==> config.mk <==
export PLATFORM = sky130hd
export DESIGN_NAME = pixel_color_section_marker_unit
export DESIGN_NICKNAME = d
export VERILOG_FILES = /design/src/sv/pcsm_pkg.sv /design/src/sv/pixel_color_section_marker_unit.sv
export VERILOG_INCLUDE_DIRS = /design/src /design/src/sv
export SDC_FILE = /design/constraint.sdc
export NUM_CORES = 1
export LEC_CHECK = 0
export ABC_AREA = 1
export BUFFER_PORTS_ARGS = -buffer_cell sky130_fd_sc_hd__buf_2
export CORE_ASPECT_RATIO = 1.2
export CORE_MARGIN = 8
export CORE_UTILIZATION = 57
export DETAILED_ROUTE_END_ITERATION = 10
export GPL_TIMING_DRIVEN = 0
export PLACE_DENSITY_LB_ADDON = 0.12
export SETUP_SLACK_MARGIN = 0.2
export SLEW_MARGIN = 20
export SYNTH_ARGS = -nofsm -noshare
export SYNTH_HDL_FRONTEND = slang
export SYNTH_SLANG_ARGS = --single-unit
==> constraint.sdc <==
create_clock -name clk_i -period 3.9 [get_ports clk_i]
set_clock_uncertainty 0.05 [all_clocks]
set_input_delay 0 -clock clk_i [delete_from_list [all_inputs] [get_ports clk_i]]
set_output_delay 0 -clock clk_i [all_outputs]
set_load 0.02 [all_outputs]
==> src/sv/pixel_color_section_marker_unit_assert.svh <==
// Assertion macros for the pixel color section marker.
// Each check is clocked on clk_i and is disabled while rst_ni is low.
`ifndef PIXEL_COLOR_SECTION_MARKER_UNIT_ASSERT_SVH
`define PIXEL_COLOR_SECTION_MARKER_UNIT_ASSERT_SVH

`ifndef SYNTHESIS

// Property must hold at every clock edge outside reset.
`define PCSM_ASSERT(label, prop, msg) \
  label: assert property (@(posedge clk_i) disable iff (!rst_ni) (prop)) else $error(msg);

// Condition must never be true outside reset.
`define PCSM_ASSERT_NEVER(label, cond, msg) \
  label: assert property (@(posedge clk_i) disable iff (!rst_ni) !(cond)) else $error(msg);

`else

`define PCSM_ASSERT(label, prop, msg)
`define PCSM_ASSERT_NEVER(label, cond, msg)

`endif

`endif

==> src/sv/pcsm_pkg.sv <==
package pcsm_pkg;

  // Frame geometry limits.
  localparam int unsigned MAX_FRAME_DIM = 4096;
  localparam int unsigned MIN_FRAME_DIM = 3;
  localparam int unsigned DIM_W         = 13;  // width of a dimension register
  localparam int unsigned POS_W         = 12;  // width of a column or row counter

  // Reset values of the configuration registers.
  localparam logic [DIM_W-1:0] RST_FRAME_WIDTH  = 13'd640;
  localparam logic [DIM_W-1:0] RST_FRAME_HEIGHT = 13'd480;

  // Configuration register indexes.
  localparam int unsigned      CFG_IDX_W         = 2;
  localparam logic [CFG_IDX_W-1:0] REG_FRAME_WIDTH   = 2'd0;
  localparam logic [CFG_IDX_W-1:0] REG_FRAME_HEIGHT  = 2'd1;
  localparam logic [CFG_IDX_W-1:0] REG_OBSTACLE_MODE = 2'd2;

  // Color thresholds.
  localparam logic [7:0] BRIGHT_LO   = 8'd240;
  localparam logic [7:0] ORANGE_G_LO = 8'd130;
  localparam logic [7:0] ORANGE_G_HI = 8'd180;
  localparam logic [7:0] ORANGE_B_HI = 8'd50;
  localparam logic [7:0] DARK_HI     = 8'd100;

  // Sections of the 3x3 grid.
  localparam int unsigned  NUM_SECTIONS = 9;
  localparam logic [3:0]   SECTION_NONE = 4'd9;

  // Reciprocal of three, scaled by 2^DIM_W and rounded up.
  localparam logic [25:0]  THIRD_RECIP  = 26'd2731;

  typedef enum logic [1:0] {
    CLS_NONE   = 2'd0,
    CLS_GREEN  = 2'd1,
    CLS_RED    = 2'd2,
    CLS_ORANGE = 2'd3
  } pixel_class_e;

  // One result item.
  typedef struct packed {
    pixel_class_e            pixel_class;
    logic [3:0]              pixel_section;
    logic                    frame_done;
    logic [NUM_SECTIONS-1:0] section_hits;
    logic [3:0]              first_hit_section;
  } result_t;

  // Clamp a dimension register to the supported range.
  function automatic logic [DIM_W-1:0] eff_dim(input logic [DIM_W-1:0] v);
    logic [DIM_W-1:0] r;
    if (v < DIM_W'(MIN_FRAME_DIM)) begin
      r = DIM_W'(MIN_FRAME_DIM);
    end else if (v > DIM_W'(MAX_FRAME_DIM)) begin
      r = DIM_W'(MAX_FRAME_DIM);
    end else begin
      r = v;
    end
    return r;
  endfunction

  // Floor of v / 3 for v up to MAX_FRAME_DIM, by reciprocal multiplication.
  function automatic logic [POS_W-1:0] third_of(input logic [DIM_W-1:0] v);
    logic [25:0] prod;
    prod = {13'd0, v} * THIRD_RECIP;
    return prod[24:13];
  endfunction

  // Index of the last column or row for a clamped dimension.
  function automatic logic [POS_W-1:0] last_of(input logic [DIM_W-1:0] v);
    logic [DIM_W-1:0] m;
    m = v - DIM_W'(1);
    return m[POS_W-1:0];
  endfunction

  // Lowest set flag, or SECTION_NONE when no flag is set.
  function automatic logic [3:0] first_set(input logic [NUM_SECTIONS-1:0] f);
    logic [3:0] r;
    r = SECTION_NONE;
    for (int i = NUM_SECTIONS - 1; i >= 0; i--) begin
      if (f[i]) begin
        r = 4'(i);
      end
    end
    return r;
  endfunction

endpackage

==> src/sv/pixel_color_section_marker_unit.sv <==
// Pixel color section marker: classifies RGB pixels and flags 3x3 frame sections.
// Each result is registered in the output register, or in the skid register on a stall.
// Throughput: one pixel per cycle while the skid register is empty.
// A two-entry output stage (output register plus skid register) keeps input ready registered.
// Reset: counters and section flags clear, geometry returns to 640x480 in marker mode.
module pixel_color_section_marker_unit
  import pcsm_pkg::*;
(
  input  logic                 clk_i,
  input  logic                 rst_ni,

  // Configuration write port.
  input  logic                 cfg_we_i,
  input  logic [CFG_IDX_W-1:0] cfg_idx_i,
  input  logic [DIM_W-1:0]     cfg_wdata_i,

  // Pixel input stream.
  input  logic                 s_axis_tvalid,
  output logic                 s_axis_tready,
  input  logic [23:0]          s_axis_tdata,  // red[7:0], green[15:8], blue[23:16]

  // Result output stream.
  output logic                 m_axis_tvalid,
  input  logic                 m_axis_tready,
  // pixel_class[1:0], pixel_section[5:2], section_hits[14:6],
  // first_hit_section[18:15], zero[23:19]
  output logic [23:0]          m_axis_tdata,
  output logic                 m_axis_tlast   // frame_done
);

  `include "pixel_color_section_marker_unit_assert.svh"

  // Geometry derived at write time.
  logic [POS_W-1:0] col_last_q, col_third_q, col_two_q;
  logic [POS_W-1:0] row_last_q, row_third_q, row_two_q;
  logic             obstacle_q;

  logic [DIM_W-1:0] cfg_eff;
  logic [POS_W-1:0] cfg_third;
  logic [POS_W-1:0] cfg_last;

  assign cfg_eff   = eff_dim(cfg_wdata_i);
  assign cfg_third = third_of(cfg_eff);
  assign cfg_last  = last_of(cfg_eff);

  // Configuration registers hold the clamped limits and section borders.
  always_ff @(posedge clk_i or negedge rst_ni) begin
    if (!rst_ni) begin
      col_last_q  <= last_of(RST_FRAME_WIDTH);
      col_third_q <= third_of(RST_FRAME_WIDTH);
      col_two_q   <= POS_W'({third_of(RST_FRAME_WIDTH), 1'b0});
      row_last_q  <= last_of(RST_FRAME_HEIGHT);
      row_third_q <= third_of(RST_FRAME_HEIGHT);
      row_two_q   <= POS_W'({third_of(RST_FRAME_HEIGHT), 1'b0});
      obstacle_q  <= 1'b0;
    end else if (cfg_we_i) begin
      unique case (cfg_idx_i)
        REG_FRAME_WIDTH: begin
          col_last_q  <= cfg_last;
          col_third_q <= cfg_third;
          col_two_q   <= {cfg_third[POS_W-2:0], 1'b0};
        end
        REG_FRAME_HEIGHT: begin
          row_last_q  <= cfg_last;
          row_third_q <= cfg_third;
          row_two_q   <= {cfg_third[POS_W-2:0], 1'b0};
        end
        REG_OBSTACLE_MODE: begin
          obstacle_q  <= cfg_wdata_i[0];
        end
        default: begin
        end
      endcase
    end
  end

  // Pixel fields.
  logic [7:0] red, green, blue;
  assign red   = s_axis_tdata[7:0];
  assign green = s_axis_tdata[15:8];
  assign blue  = s_axis_tdata[23:16];

  // Color classification.
  pixel_class_e cls;
  always_comb begin
    cls = CLS_NONE;
    if (obstacle_q) begin
      if (red > BRIGHT_LO && green > ORANGE_G_LO && green < ORANGE_G_HI &&
          blue < ORANGE_B_HI) begin
        cls = CLS_ORANGE;
      end
    end else if (red < DARK_HI && green > BRIGHT_LO && blue < DARK_HI) begin
      cls = CLS_GREEN;
    end else if (red > BRIGHT_LO && green < DARK_HI && blue < DARK_HI) begin
      cls = CLS_RED;
    end
  end

  // Raster position and section of the current pixel.
  logic [POS_W-1:0]        col_q, col_d, row_q, row_d;
  logic [NUM_SECTIONS-1:0] flags_q, flags_d, flags_hit;
  logic [1:0]              col_sec, row_sec;
  logic [3:0]              section;
  logic                    row_end, last;

  assign col_sec = (col_q < col_third_q) ? 2'd0 : (col_q < col_two_q) ? 2'd1 : 2'd2;
  assign row_sec = (row_q < row_third_q) ? 2'd0 : (row_q < row_two_q) ? 2'd1 : 2'd2;
  assign section = {1'b0, row_sec, 1'b0} + {2'b00, row_sec} + {2'b00, col_sec};
  assign row_end = (col_q >= col_last_q);
  assign last    = row_end && (row_q >= row_last_q);

  // Flag update; the frame's last pixel reports and clears the flags.
  assign flags_hit = flags_q |
                     ((cls != CLS_NONE) ? (NUM_SECTIONS'(1) << section) : '0);

  result_t res;
  always_comb begin
    res.pixel_class       = cls;
    res.pixel_section     = section;
    res.frame_done        = last;
    res.section_hits      = last ? flags_hit : '0;
    res.first_hit_section = last ? first_set(flags_hit) : SECTION_NONE;
  end

  logic in_xfer;
  assign in_xfer = s_axis_tvalid && s_axis_tready;

  always_comb begin
    col_d   = col_q;
    row_d   = row_q;
    flags_d = flags_q;
    if (in_xfer) begin
      flags_d = last ? '0 : flags_hit;
      if (row_end) begin
        col_d = '0;
        row_d = last ? '0 : row_q + POS_W'(1);
      end else begin
        col_d = col_q + POS_W'(1);
      end
    end
  end

  always_ff @(posedge clk_i or negedge rst_ni) begin
    if (!rst_ni) begin
      col_q   <= '0;
      row_q   <= '0;
      flags_q <= '0;
    end else begin
      col_q   <= col_d;
      row_q   <= row_d;
      flags_q <= flags_d;
    end
  end

  // Output register with a skid register behind it.
  result_t out_q, skid_q;
  logic    out_v_q, skid_v_q;
  logic    out_free;

  assign out_free      = !out_v_q || m_axis_tready;
  assign s_axis_tready = !skid_v_q;

  always_ff @(posedge clk_i or negedge rst_ni) begin
    if (!rst_ni) begin
      out_v_q  <= 1'b0;
      skid_v_q <= 1'b0;
    end else if (out_free) begin
      if (skid_v_q) begin
        out_v_q  <= 1'b1;
        skid_v_q <= 1'b0;
      end else begin
        out_v_q  <= in_xfer;
      end
    end else if (in_xfer) begin
      skid_v_q <= 1'b1;
    end
  end

  always_ff @(posedge clk_i) begin
    if (out_free) begin
      out_q <= skid_v_q ? skid_q : res;
    end
    if (!out_free && in_xfer) begin
      skid_q <= res;
    end
  end

  assign m_axis_tvalid = out_v_q;
  assign m_axis_tlast  = out_q.frame_done;
  assign m_axis_tdata  = {5'd0, out_q.first_hit_section, out_q.section_hits,
                          out_q.pixel_section, out_q.pixel_class};

  // Checks on the output stage and the flag bookkeeping.
  `PCSM_ASSERT(a_skid_behind_out, skid_v_q |-> out_v_q, "skid entry without output entry")
  `PCSM_ASSERT(a_flags_cleared, (in_xfer && last) |=> (flags_q == '0),
               "section flags not cleared after frame end")
  `PCSM_ASSERT(a_summary_only_at_end,
               (out_v_q && !out_q.frame_done) |->
               (out_q.section_hits == '0 && out_q.first_hit_section == SECTION_NONE),
               "frame summary on a pixel that is not the last")
  `PCSM_ASSERT_NEVER(a_section_range, out_v_q && (out_q.pixel_section > 4'd8),
                     "pixel section out of range")

endmodule
==> impl_metrics.yaml <==
outcome:
  status: "finished with violations"
  violations: "setup timing"
synthesis:
  async_flop_share_pct: 67.7
  synth_area_sq_mm: 0.0107
  ys_top_cells_by_area: "ha_1 (20%), dfrtp_1 (14%), edfxtp_1 (11%), fa_1 (8.8%), inv_1 (8.3%)"
  synthXorXnorAreaFrac_pct: 1.88
  synthFlopType: "dfrtp_1"
  synthSimpleGateAreaFrac_pct: 18.9
  synth_edf_count: 40
  synth_warnings: 0
  synth_compound_area_share_pct: 9.65
  yosysSeqAreaShare_pct: 31.1
  synth_top_family_by_area: "adder cells"
  yosysTopAreaCellShare_pct: 19.7
  yosys.area_share.adder_pct: 28.5
  synth_seq_cells: 124
  netlist-cell-type-count: 54
  synthMuxAreaShare_pct: 0
  netlist_instances: 1267
  synth_top_area_cell: "ha_1"
  syn_avg_cell_area_sq_um: 8.46
placement:
  gp_congestion: 0.940
  io_buffers: 64
  dpl.hpwl_mm: 20.5
  dp_cells: 1593
grt:
  grt_pass1_vias: 9324
  antenna_found_initial: 0
  grtUsageTotal_pct: 23.8
  overflow: 0
  grt_pass1_wl_mm: 44.7
  grt_max_degree: 45
timing:
  rsz0062_at_grt: "yes"
  fin_setup_tns_ps: -21560
  max_freq_mhz: 213
  finalCriticalPeriod_ps: 4700
  worst_slew_pin_slew_ps: 892
  setup_viol: 50
  final.setup.worst_slack_ps: -801
  period_share_pct: 121
  hold_violations: 0
  slew_headroom_pct: 40.4
  slew_viol_final: 0
route:
  drt-wirelength-per-cell_um: 16.5
  vias: 9134
  ant_nets: 0
  drt_first_pass_iters: 5
  via_per_inst: 5.33
  wl_mm: 28.2
  drc: 0
  drt_iter0_drc: 451
setup_path:
  worst-path-max-fanout: 6
  critical_path.slowest_cell: "fa_1"
  worst_ep_required_time_ps: 4180
  end_kind: "flip-flop"
  critical_path.max_stage_delay_ps: 510
  start_kind: "primary input"
  worst-setup-path-type: "primary input to flip-flop"
  critical_path_arrival_ps: 4980
  cp_common_cell: "fa_1"
job:
  drv_cap: 0
die:
  row_count: 55
  core_area_sq_mm: 0.0186
  die_x_um: 141
  dieHeight_um: 166
  initial_utilization_pct: 57.4
  ios: 71
  die_area_sq_mm: 0.0235
clock_network:
  clk_latency_ps: 420
  cts_root_buf: "clkbuf_16"
  clock_path_buffers: 2
  clk_pin_slew_ps: 50
  cts_tree: "done"
  htree_num_levels: 4
  cts_sinks: 124
  cts_made_buffers: 17
hold_path:
  min_path_type: "primary input to flip-flop"
pwr:
  power_density_mw_per_mm2: 578
  leakagePower_nw: 6.73
  finalPower_mw: 7.99
  ir_worst_vdd_uv: 319
finish:
  fin_cells: 1713
  layout-drive-gt1-share_pct: 29.2
  layout_common_cells: "inv_1 (207), nand2_1 (194), ha_1 (151), nor2_1 (68), buf_2 (63)"
  nNetsFinal: 1704
  layout_commonest_cell: "inv_1"
  diodes: 0
  area_delta_synth_final_pct: 28.9
## cell families after synthesis
group,count (synthesis)
AO/OA/AOI/OAI,182
adder cells (fa/ha/maj),216
buffers and inverters,268
other,1
AND/OR/NAND/NOR,453
flip-flops,124
XOR/XNOR,23
## stage by stage
step	util (%)	instance area, sq um	setup WS, ps	hold WS (ps)
6_report	74.1	13800	-801	53.5
5_1_grt	74.1	13800	-988	90.3
2_1_floorplan	-	11000	-730	-346
4_1_cts	71.2	13300	-715	47.2
3_3_place_gp	62.3	11600	-1620	191
3_5_place_dp	62.5	11700	-1600	-16.5
## critical path: cells and delay by family
kind                     cells  cell delay (ps)
AO/OA/AOI/OAI                5              730
AND/OR/NAND/NOR              8             1220
buffers and inverters        8              540
adder cells (fa/ha/maj)      6             2470
## registers in the layout, summed over array words and instances (netlist names), 9 cells and up
register / cells
row_last_q: 12
row_q: 12
col_third_q: 12
row_third_q: 12
skid_q: 20
col_q: 12
flags_q: 9
col_last_q: 12
m_axis_tdata: 19
## worst paths after layout
path,slack (ps),cells after the start,from,endpoint
setup / recovery,-800,27,cfg_wdata_i[10],row_third_q[5]
hold / removal,50,6,s_axis_tdata[23],skid_q[19]
setup reg to reg,-370,27,row_third_q[5],m_axis_tdata[15]
hold reg to reg,430,2,row_last_q[2],row_last_q[2]
max in group asynchronous,3050,3,rst_ni,col_last_q[4]
min in group asynchronous,70,2,rst_ni,row_q[0]
## cell type report
class	count	area, sq um
multi-input combinational	879	7290
fill	1311	4840
sequential	124	3340
timing repair buffer	154	1220
inverter	245	966
clock buffer	22	475
tap	256	320
buffer	23	133
clock inverter	10	67.6
## where the power goes
| part | switching [mW] | internal [mW] |
|---|---|---|
| Sequential | 0.198 | 1.71 |
| Combinational | 2.73 | 1.89 |
| Clock | 0.588 | 0.864 |
| Total | 3.51 | 4.47 |
## synth_stat cells (3+ instances only)
master and n:
nor2_1 91, a21o_1 3, o21bai_1 3, dfrtp_1 61
inv_2 6, nor4_1 5, nand3b_1 8, buf_6 3
xnor2_1 7, buf_4 5, o21ai_0 67, a21oi_1 54
o21a_1 4, nand3_1 57, o21ai_1 21, nand3_2 3
clkbuf_1 11, nor3_1 12, edfxtp_1 40, ha_1 169
nand2_1 223, a211oi_1 5, nand4_1 16, inv_1 236
buf_2 4, xor2_1 16, o211ai_1 5, fa_1 47
nor3_2 3, nand2_2 14, nor2_2 10, a31oi_1 5
o21ai_2 3, dfstp_2 23
## per-layer routing
| layer | vias up | global-route usage (%) | wire [um] |
|---|---|---|---|
| li1 | 4476 | - | - |
| met2 | 218 | 44.9 | 14900 |
| met5 | - | 0 | 0 |
| met3 | 103 | 3.11 | 871 |
| met1 | 4337 | 24.5 | 10700 |
| met4 | 0 | 14.0 | 1760 |
## repair_timing
| action | 4_1_cts | 5_1_grt |
|---|---|---|
| hold endpoints to repair | 78 | 0 |
| hold buffers | 8 | 0 |
| pin swaps | 79 | 79 |
| gates resized for setup | 139 | 97 |
| endpoints found under the setup margin | 59 | 60 |
| buffers inserted | 59 | 21 |
Power figures use the tool's default switching activity.
